--- config.mk ---
export PLATFORM = sky130hd
export DESIGN_NAME = dns_response_min_ttl_scan
export DESIGN_NICKNAME = d
export VERILOG_FILES = /design/src/dnsttl_pkg.sv /design/src/dns_response_min_ttl_scan.sv
export SDC_FILE = /design/constraint.sdc
export NUM_CORES = 1
export LEC_CHECK = 0
export BUFFER_PORTS_ARGS = -buffer_cell sky130_fd_sc_hd__buf_2
export CAP_MARGIN = 30
export CELL_PAD_IN_SITES_DETAIL_PLACEMENT = 1
export CELL_PAD_IN_SITES_GLOBAL_PLACEMENT = 2
export CORE_ASPECT_RATIO = 1.75
export CORE_UTILIZATION = 41
export CTS_CLUSTER_SIZE = 24
export DETAILED_ROUTE_END_ITERATION = 7
export GPL_TIMING_DRIVEN = 0
export PLACE_DENSITY = 0.83
export SKIP_CTS_REPAIR_TIMING = 1
export SYNTH_ARGS = -nofsm -noshare
export SYNTH_HDL_FRONTEND = slang
export SYNTH_SLANG_ARGS = --single-unit
--- constraint.sdc ---
create_clock -name clk -period 11.6 [get_ports clk]
set_input_delay 1.16 -clock clk [delete_from_list [all_inputs] [get_ports clk]]
set_output_delay 1.16 -clock clk [all_outputs]
set_load 0.005 [all_outputs]
--- src/dnsttl_pkg.sv ---
// Package: phase encoding, message layout constants and status codes for the TTL scanner.
`default_nettype none
package dnsttl_pkg;

  // Scan phase of the message walk
  typedef enum logic [2:0] {
    PH_HEADER = 3'd0,
    PH_QNAME  = 3'd1,
    PH_QFIXED = 3'd2,
    PH_RNAME  = 3'd3,
    PH_RFIXED = 3'd4,
    PH_RDATA  = 3'd5,
    PH_DONE   = 3'd6,
    PH_QBAD   = 3'd7
  } phase_t;

  // Result status codes
  typedef enum logic [1:0] {
    ST_FOUND    = 2'd0,
    ST_HDR_SHORT = 2'd1,
    ST_QBAD     = 2'd2,
    ST_NO_TTL   = 2'd3
  } status_t;

  localparam logic [3:0]  HDR_LAST_IDX = 4'd11;    // index of the final header byte
  localparam logic [3:0]  QFIX_LEN     = 4'd4;     // type and class after a question name
  localparam logic [3:0]  RFIX_LEN     = 4'd10;    // type, class, TTL, rdlength
  localparam logic [15:0] TYPE_OPT     = 16'd41;
  localparam logic [31:0] TTL_DEFAULT  = 32'd86400;

endpackage
`default_nettype wire

--- src/dns_response_min_ttl_scan.sv ---
// Top level: byte-stream DNS response walker; reports least non-OPT record TTL, capped at ceiling.
// A last byte passes the input register, then its result is held in the result register.
// Throughput: one message byte per cycle, but a last byte waits for a free result register;
// the per-byte update is counter and compare logic from input to state/result registers.
// Reset (rst_n low, synchronous): scan state cleared to header phase, ceiling = 86400,
// both pipeline registers emptied. After each last byte the scan state returns to reset.
`default_nettype none
module dns_response_min_ttl_scan (
  input  wire logic        clk,
  input  wire logic        rst_n,
  // input stream
  input  wire logic        in_tvalid,
  output logic             in_tready,
  input  wire logic [7:0]  in_tdata,   // [7:0] msg_byte
  input  wire logic        in_tlast,   // last_byte
  // result stream
  output logic             out_tvalid,
  input  wire logic        out_tready,
  output logic [31:0]      out_tdata,  // [31:0] min_ttl
  output logic [1:0]       out_tuser,  // [1:0] scan_status
  // configuration
  input  wire logic        cfg_wr_en,
  input  wire logic [31:0] cfg_wr_data // ttl_ceiling
);
  import dnsttl_pkg::*;

  // input register
  logic        in_valid_r;
  logic [7:0]  in_byte_r;
  logic        in_last_r;

  // configuration
  logic [31:0] ceil_r;

  // scan state
  phase_t      phase_r, phase_nxt;
  logic [3:0]  hidx_r, hidx_nxt;
  logic [15:0] qleft_r, qleft_nxt;
  logic [17:0] rleft_r, rleft_nxt;
  logic [5:0]  lbl_r, lbl_nxt;
  logic [3:0]  ffi_r, ffi_nxt;
  logic [15:0] rtype_r, rtype_nxt;
  logic [31:0] rttl_r, rttl_nxt;
  logic [15:0] rdata_r, rdata_nxt;
  logic [31:0] least_r, least_nxt;
  logic        have_r, have_nxt;
  logic        stopped_r, stopped_nxt;

  // result register
  logic        out_valid_r;
  logic [31:0] out_ttl_r;
  logic [1:0]  out_status_r;

  // stage handshake
  logic        out_free;
  logic        stage_adv;
  logic        take_rec;
  logic        rttl_gt_ceil;
  logic        least_gt_ceil;
  logic        gt_sel;
  logic [31:0] res_ttl;
  logic [1:0]  res_status;

  assign out_free  = !out_valid_r || out_tready;
  assign stage_adv = in_valid_r && (!in_last_r || out_free);
  assign in_tready = !in_valid_r || stage_adv;

  assign out_tvalid = out_valid_r;
  assign out_tdata  = out_ttl_r;
  assign out_tuser  = out_status_r;

  // ceiling compares run beside the state update
  assign rttl_gt_ceil  = rttl_r > ceil_r;
  assign least_gt_ceil = least_r > ceil_r;

  // next scan state for the byte in the input register
  always_comb begin
    phase_nxt   = phase_r;
    hidx_nxt    = hidx_r;
    qleft_nxt   = qleft_r;
    rleft_nxt   = rleft_r;
    lbl_nxt     = lbl_r;
    ffi_nxt     = ffi_r;
    rtype_nxt   = rtype_r;
    rttl_nxt    = rttl_r;
    rdata_nxt   = rdata_r;
    least_nxt   = least_r;
    have_nxt    = have_r;
    stopped_nxt = stopped_r;
    take_rec    = 1'b0;

    case (phase_r)
      PH_HEADER: begin
        case (hidx_r)
          4'd4: qleft_nxt = {in_byte_r, 8'h00};
          4'd5: qleft_nxt = qleft_r | {8'h00, in_byte_r};
          4'd6, 4'd8, 4'd10: rtype_nxt = {in_byte_r, 8'h00};
          4'd7, 4'd9, 4'd11: begin
            rleft_nxt = rleft_r + {2'b00, rtype_r | {8'h00, in_byte_r}};
            rtype_nxt = '0;
          end
          default: ;
        endcase
        hidx_nxt = hidx_r + 4'd1;
        if (hidx_r == HDR_LAST_IDX) begin
          lbl_nxt = '0;
          if (qleft_nxt != '0) begin
            phase_nxt = PH_QNAME;
          end else begin
            phase_nxt = (rleft_nxt != '0) ? PH_RNAME : PH_DONE;
          end
        end
      end
      PH_QNAME, PH_RNAME: begin
        if (lbl_r != '0) begin
          lbl_nxt = lbl_r - 6'd1;
        end else if (in_byte_r == 8'h00) begin
          ffi_nxt   = (phase_r == PH_QNAME) ? QFIX_LEN : RFIX_LEN;
          phase_nxt = (phase_r == PH_QNAME) ? PH_QFIXED : PH_RFIXED;
        end else if (in_byte_r[7:6] == 2'b11) begin
          // pointer: one more byte, then the fixed part
          ffi_nxt   = ((phase_r == PH_QNAME) ? QFIX_LEN : RFIX_LEN) + 4'd1;
          phase_nxt = (phase_r == PH_QNAME) ? PH_QFIXED : PH_RFIXED;
        end else if (in_byte_r[7:6] != 2'b00) begin
          if (phase_r == PH_QNAME) begin
            phase_nxt = PH_QBAD;
          end else begin
            stopped_nxt = 1'b1;
            phase_nxt   = PH_DONE;
          end
        end else begin
          lbl_nxt = in_byte_r[5:0];
        end
      end
      PH_QFIXED: begin
        ffi_nxt = ffi_r - 4'd1;
        if (ffi_nxt == '0) begin
          qleft_nxt = qleft_r - 16'd1;
          lbl_nxt   = '0;
          if (qleft_nxt != '0) begin
            phase_nxt = PH_QNAME;
          end else begin
            phase_nxt = (rleft_r != '0) ? PH_RNAME : PH_DONE;
          end
        end
      end
      PH_RFIXED: begin
        case (ffi_r)
          4'd10: rtype_nxt = {in_byte_r, 8'h00};
          4'd9:  rtype_nxt = rtype_r | {8'h00, in_byte_r};
          4'd6, 4'd5, 4'd4, 4'd3: rttl_nxt = {rttl_r[23:0], in_byte_r};
          4'd2:  rdata_nxt = {in_byte_r, 8'h00};
          4'd1:  rdata_nxt = rdata_r | {8'h00, in_byte_r};
          default: ;
        endcase
        ffi_nxt = ffi_r - 4'd1;
        if (ffi_nxt == '0) begin
          if (rdata_nxt == '0) begin
            take_rec = 1'b1;
          end else begin
            phase_nxt = PH_RDATA;
          end
        end
      end
      PH_RDATA: begin
        rdata_nxt = rdata_r - 16'd1;
        if (rdata_nxt == '0) begin
          take_rec = 1'b1;
        end
      end
      default: ;
    endcase

    // close a complete record
    gt_sel = least_gt_ceil;
    if (take_rec) begin
      if (rtype_r != TYPE_OPT) begin
        if (!have_r || (rttl_r < least_r)) begin
          least_nxt = rttl_r;
          gt_sel    = rttl_gt_ceil;
        end
        have_nxt = 1'b1;
      end
      rleft_nxt = rleft_r - 18'd1;
      lbl_nxt   = '0;
      phase_nxt = (rleft_nxt != '0) ? PH_RNAME : PH_DONE;
    end

    // result for a last byte
    res_ttl    = '0;
    res_status = ST_NO_TTL;
    case (phase_nxt) inside
      PH_HEADER: res_status = ST_HDR_SHORT;
      PH_QNAME, PH_QFIXED, PH_QBAD: res_status = ST_QBAD;
      default: begin
        if (have_nxt) begin
          res_ttl = gt_sel ? ceil_r : least_nxt;
        end
        res_status = (res_ttl != '0) ? ST_FOUND : ST_NO_TTL;
      end
    endcase
  end

  // hold the input beat
  always_ff @(posedge clk) begin
    if (!rst_n) begin
      in_valid_r <= 1'b0;
    end else if (in_tready) begin
      in_valid_r <= in_tvalid;
    end
    if (in_tready) begin
      in_byte_r <= in_tdata;
      in_last_r <= in_tlast;
    end
  end

  // ceiling register
  always_ff @(posedge clk) begin
    if (!rst_n) begin
      ceil_r <= TTL_DEFAULT;
    end else if (cfg_wr_en) begin
      ceil_r <= cfg_wr_data;
    end
  end

  // advance scan state; drop back to reset state after a last byte
  always_ff @(posedge clk) begin
    if (!rst_n || (stage_adv && in_last_r)) begin
      phase_r   <= PH_HEADER;
      hidx_r    <= '0;
      qleft_r   <= '0;
      rleft_r   <= '0;
      lbl_r     <= '0;
      ffi_r     <= '0;
      rtype_r   <= '0;
      rttl_r    <= '0;
      rdata_r   <= '0;
      least_r   <= '0;
      have_r    <= 1'b0;
      stopped_r <= 1'b0;
    end else if (stage_adv) begin
      phase_r   <= phase_nxt;
      hidx_r    <= hidx_nxt;
      qleft_r   <= qleft_nxt;
      rleft_r   <= rleft_nxt;
      lbl_r     <= lbl_nxt;
      ffi_r     <= ffi_nxt;
      rtype_r   <= rtype_nxt;
      rttl_r    <= rttl_nxt;
      rdata_r   <= rdata_nxt;
      least_r   <= least_nxt;
      have_r    <= have_nxt;
      stopped_r <= stopped_nxt;
    end
  end

  // result register
  always_ff @(posedge clk) begin
    if (!rst_n) begin
      out_valid_r <= 1'b0;
    end else if (stage_adv && in_last_r) begin
      out_valid_r <= 1'b1;
    end else if (out_tready) begin
      out_valid_r <= 1'b0;
    end
    if (stage_adv && in_last_r) begin
      out_ttl_r    <= res_ttl;
      out_status_r <= res_status;
    end
  end

endmodule
`default_nettype wire
==> report_table.html <==
<table>
<tr><th>Metric</th><th>Value</th></tr>
<tr><th colspan="2">Run status</th></tr>
<tr><td>Run status</td><td>completed</td></tr>
<tr><th colspan="2">Setup path</th></tr>
<tr><td>Critical Path Sink Type</td><td>flip-flop</td></tr>
<tr><td>Critical Path Fanout Max</td><td>10</td></tr>
<tr><td>Depth of the worst register-to-register path</td><td>13</td></tr>
<tr><td>Worst setup SP type</td><td>flip-flop</td></tr>
<tr><td>Class of the most critical setup path</td><td>flip-flop to flip-flop</td></tr>
<tr><td>Data required time of the worst path</td><td>12.08 ns</td></tr>
<tr><td>Arrival time of data at the critical path endpoint</td><td>between 5 and 6 ns</td></tr>
<tr><th colspan="2">Timing</th></tr>
<tr><td>Max Fclk</td><td>roughly 190 MHz</td></tr>
<tr><td>Final count of hold timing violations</td><td>0</td></tr>
<tr><td>Worst slew margin relative to its limit</td><td>between 20% and 30%</td></tr>
<tr><td>Slew Viols, Final</td><td>0</td></tr>
<tr><td>Slew at the pin with the worst max-slew slack</td><td>around 1.1 ns</td></tr>
<tr><td>Setup TNS</td><td>0 ns</td></tr>
<tr><td>Final setup violation count</td><td>0</td></tr>
<tr><td>RSZ-0062 raised after global routing</td><td>no</td></tr>
<tr><td>Final critical-path share of the clock period</td><td>between 40% and 50%</td></tr>
<tr><td>Skew final</td><td>about 0.018 ns</td></tr>
<tr><td>Post-route minimum period</td><td>around 5.4 ns</td></tr>
<tr><th colspan="2">Placement</th></tr>
<tr><td>Number of port buffers</td><td>a little under 80</td></tr>
<tr><td>Final GP Congestion</td><td>roughly 0.95</td></tr>
<tr><td>Placed Cells incl. Taps</td><td>roughly 2600</td></tr>
<tr><td>Post-detailed-placement half-perimeter wirelength</td><td>about 50000 um</td></tr>
<tr><th colspan="2">Yosys</th></tr>
<tr><td>Post-synth EDFFs</td><td>43</td></tr>
<tr><td>Synthesized area</td><td>0.01576 mm^2</td></tr>
<tr><td>Mapped Avg Cell Area</td><td>approximately 7.9 um^2</td></tr>
<tr><td>Number of warnings printed during yosys synthesis</td><td>0</td></tr>
<tr><td>Most instantiated flip-flop cell in the synthesis netlist</td><td>dfxtp_1</td></tr>
<tr><td>FF+latch count, synth</td><td>~230</td></tr>
<tr><td>Distinct cells, synth</td><td>84</td></tr>
<tr><td>Proportion of synthesized chip area in sequential cells</td><td>between 30% and 40%</td></tr>
<tr><td>Proportion of synthesized flip-flops having asynchronous set or reset</td><td>0%</td></tr>
<tr><td>Post-synthesis instance total</td><td>1999</td></tr>
<tr><td>Net count after synthesis</td><td>about 2200</td></tr>
<tr><th colspan="2">GRT</th></tr>
<tr><td>Wire length of the first global-routing pass</td><td>just under 100000 um</td></tr>
<tr><td>Overflow after GRT</td><td>0</td></tr>
<tr><td>Vias in the first global route</td><td>about 17000</td></tr>
<tr><td>Pin count of the biggest net entering global routing</td><td>36</td></tr>
<tr><td>Initial antenna violation count</td><td>1</td></tr>
<tr><td>Overall Global Routing Usage</td><td>around 32%</td></tr>
<tr><th colspan="2">Detailed routing</th></tr>
<tr><td>Routed wire per std cell</td><td>24.13 um</td></tr>
<tr><td>Vias</td><td>about 16000</td></tr>
<tr><td>DRT antenna net count</td><td>0</td></tr>
<tr><td>DR DRC count</td><td>0</td></tr>
<tr><td>Detailed-routing iteration count for the pre-antenna-repair pass</td><td>7</td></tr>
<tr><td>Final wirelength</td><td>62950 um</td></tr>
<tr><td>Via density per instance</td><td>slightly above 6</td></tr>
<tr><td>First DRT Iteration DRCs</td><td>about 600</td></tr>
<tr><th colspan="2">Clocking</th></tr>
<tr><td>Clock buffer depth</td><td>3</td></tr>
<tr><td>Number of levels in the clock H-tree</td><td>1</td></tr>
<tr><td>Worst-Skew Late Latency</td><td>0.56 ns</td></tr>
<tr><td>TritonCTS Sinks</td><td>225</td></tr>
<tr><td>Clock root cell</td><td>clkbuf_16</td></tr>
<tr><td>Post-CTS clock slew at the launch and capture registers of the worst setup and hold paths</td><td>0.07 ns</td></tr>
<tr><td>Inserted Clock Buffers</td><td>24</td></tr>
<tr><td>Clock tree from TritonCTS</td><td>built</td></tr>
<tr><th colspan="2">Power</th></tr>
<tr><td>Peak supply drop</td><td>~0.13 mV</td></tr>
<tr><td>Pwr/cell area</td><td>around 110 mW/mm^2</td></tr>
<tr><td>Leakage dissipation</td><td>between 6 and 7 nW</td></tr>
<tr><td>Net Sw Frac</td><td>a little under a third</td></tr>
<tr><td>Share of power burned in registers</td><td>between 40% and 50%</td></tr>
<tr><td>Relative contribution of the clock network to total power</td><td>about two fifths</td></tr>
<tr><td>Switching power</td><td>slightly above 0.6 mW</td></tr>
<tr><td>Power share of the combinational group</td><td>approximately 17%</td></tr>
<tr><td>Internal cell power</td><td>around 1.4 mW</td></tr>
<tr><th colspan="2">Flow run</th></tr>
<tr><td>Number of maximum-capacitance constraint violations</td><td>0</td></tr>
<tr><th colspan="2">Floorplan</th></tr>
<tr><td>Floorplan die width</td><td>150.2 um</td></tr>
<tr><td>I/O pin count</td><td>82</td></tr>
<tr><td>Effective utilization at floorplan</td><td>around two fifths</td></tr>
<tr><td>Overall die area</td><td>between 0.03 and 0.04 mm^2</td></tr>
<tr><td>Die H</td><td>~260 um</td></tr>
<tr><td>Number of rows created at floorplan</td><td>94</td></tr>
<tr><td>Core Box Area</td><td>between 0.03 and 0.04 mm^2</td></tr>
<tr><th colspan="2">Layout</th></tr>
<tr><td>Number of inserted filler cells in the final layout</td><td>4691</td></tr>
<tr><td>Fraction of layout instances using a drive strength above 1</td><td>under 10%</td></tr>
<tr><td>Most used cells in the layout excluding fill and tap cells</td><td>nor2_1 (267), a21oi_1 (215), dfxtp_1 (182)</td></tr>
<tr><td>Relative area change from synthesis to final layout</td><td>11.77%</td></tr>
<tr><td>Finished Core Util</td><td>between 40% and 50%</td></tr>
<tr><td>Count of placed standard cells in the final layout, fillers left out</td><td>between 2000 and 3000</td></tr>
<tr><td>Most frequent standard cell in the layout excluding fill and tap cells</td><td>nor2_1</td></tr>
<tr><td>Net count, final</td><td>2289</td></tr>
<tr><th colspan="2">Hold path</th></tr>
<tr><td>Cells on Worst Hold Path</td><td>2</td></tr>
<tr><td>Path class of the lowest-slack min-delay path</td><td>flip-flop to flip-flop</td></tr>
</table>
-- path summary, 6_finish.rpt --
kind,from,endpoint,slack [ns]
setup / recovery,rleft_r[1]$_SDFFE_PP0P_,rleft_r[15]$_SDFFE_PP0P_,6.22
hold / removal,lbl_r[4]$_SDFFE_PP0P_,lbl_r[4]$_SDFFE_PP0P_,0.49
setup reg to reg,rleft_r[1]$_SDFFE_PP0P_,rleft_r[15]$_SDFFE_PP0P_,6.22
hold reg to reg,lbl_r[4]$_SDFFE_PP0P_,lbl_r[4]$_SDFFE_PP0P_,0.49
-- power by group through the flow --
stage | registers [mW] | clock network [mW] | logic [mW]
detailed placement | 0.864 | 0 | 0.338
global placement | 0.864 | 0 | 0.326
finish | 0.848 | 0.798 | 0.341
global route | 0.850 | 0.835 | 0.372
floorplan | 0.853 | 0 | 0.219
CTS | 0.847 | 0.812 | 0.341
-- layout make-up --
cell class	count	area, um^2	area share [%]
tap	480	600.6	3.410
inverter	98	367.9	2.089
clock buffer	36	718.2	4.078
sequential	225	4935	28.02
buffer	127	515.5	2.927
multi-input combinational	1549	9942	56.45
clock inverter	8	73.82	0.4191
timing repair buffer	85	457.9	2.600
antenna	1	2.502	0.01421
-- sequential cells by signal, indices dropped and copies added, names as in the netlist --
register,flops
rtype_r,16
out_tvalid,1
phase_r,3
lbl_r,6
ffi_r,4
out_tuser,2
hidx_r,4
ceil_r,32
least_r,32
rleft_r,18
out_tdata,32
have_r,1
rttl_r,32
in_last_r,1
in_byte_r,8
in_valid_r,1
qleft_r,16
rdata_r,16
-- cell families after synthesis --
logic type / synth area share, %
AND/OR/NAND/NOR: 23.26
AO/OA/AOI/OAI: 25.84
buffers and inverters: 5.605
flip-flops: 31.31
adder cells (fa/ha/maj): 10.61
multiplexers: 2.366
XOR/XNOR: 1.000
-- Yosys cell counts, types with 5 or more instances --
master | number | share of area, %
dfxtp_1 | 182 | 23
or3_1 | 20 | 0.79
buf_2 | 7 | 0.22
xor2_1 | 7 | 0.39
o31a_1 | 5 | 0.28
and3_1 | 8 | 0.32
nand3_1 | 26 | 0.83
nand4_1 | 36 | 1.4
xnor2_1 | 11 | 0.61
inv_1 | 98 | 2.3
mux2i_1 | 35 | 2.2
and2_1 | 10 | 0.40
nand2_1 | 157 | 3.7
a221oi_1 | 13 | 0.72
o21ai_0 | 105 | 3.3
nor2b_1 | 40 | 1.6
nor4b_1 | 6 | 0.33
nor4_1 | 45 | 1.8
a211oi_2 | 31 | 2.5
a21oi_1 | 215 | 6.8
a31oi_1 | 15 | 0.60
edfxtp_1 | 43 | 8.2
a22oi_1 | 13 | 0.62
a221o_1 | 10 | 0.64
clkbuf_1 | 112 | 2.7
o21a_1 | 10 | 0.48
a211oi_1 | 52 | 2.5
a21o_1 | 41 | 2.0
a22o_1 | 13 | 0.72
nor3_1 | 53 | 1.7
ha_1 | 132 | 10
nand2b_1 | 17 | 0.67
o31ai_1 | 8 | 0.38
nor3b_1 | 7 | 0.33
or2_2 | 17 | 0.67
o22ai_1 | 8 | 0.32
o211ai_1 | 18 | 0.86
nand3b_1 | 7 | 0.33
or4_1 | 10 | 0.48
nor2_1 | 267 | 6.4
-- critical path: stages (launching register included) --
cell and delay [ns]:
dfxtp_1 0.38, inv_1 0.18, ha_1 0.29, nor3b_1 0.79, nand2_1 0.37, o21ai_1 0.23, a22oi_1 0.14, nor4_1 0.79
or2_2 0.25, nand3_1 0.10, a21oi_1 0.84, clkbuf_1 0.54, o21ai_0 0.23, a21oi_1 0.16
-- metal layers --
layer  up-vias  wire length [um]  track usage, %
li1       7531                 -               -
met1      7802             21880           30.45
met2       409             34110           63.35
met3       213              2155           3.606
met4         0              4792           23.34
met5         -                 0               0
-- per-stage QoR --
stage / hold slack [ns] / instance area, um^2 / power (mW) / worst slack [ns]
after CTS: 0.4903 / 17610 / 2.000 / 6.252
after floorplan: 0.4424 / 15760 / 1.073 / 7.620
final: 0.4865 / 17610 / 1.986 / 6.215
after detailed placement: 0.4831 / 16820 / 1.202 / 6.345
after global routing: 0.5275 / 17610 / 2.057 / 6.043
after global placement: 0.4705 / 16750 / 1.190 / 5.726
Note: power is estimated with default switching activity, not from simulation.
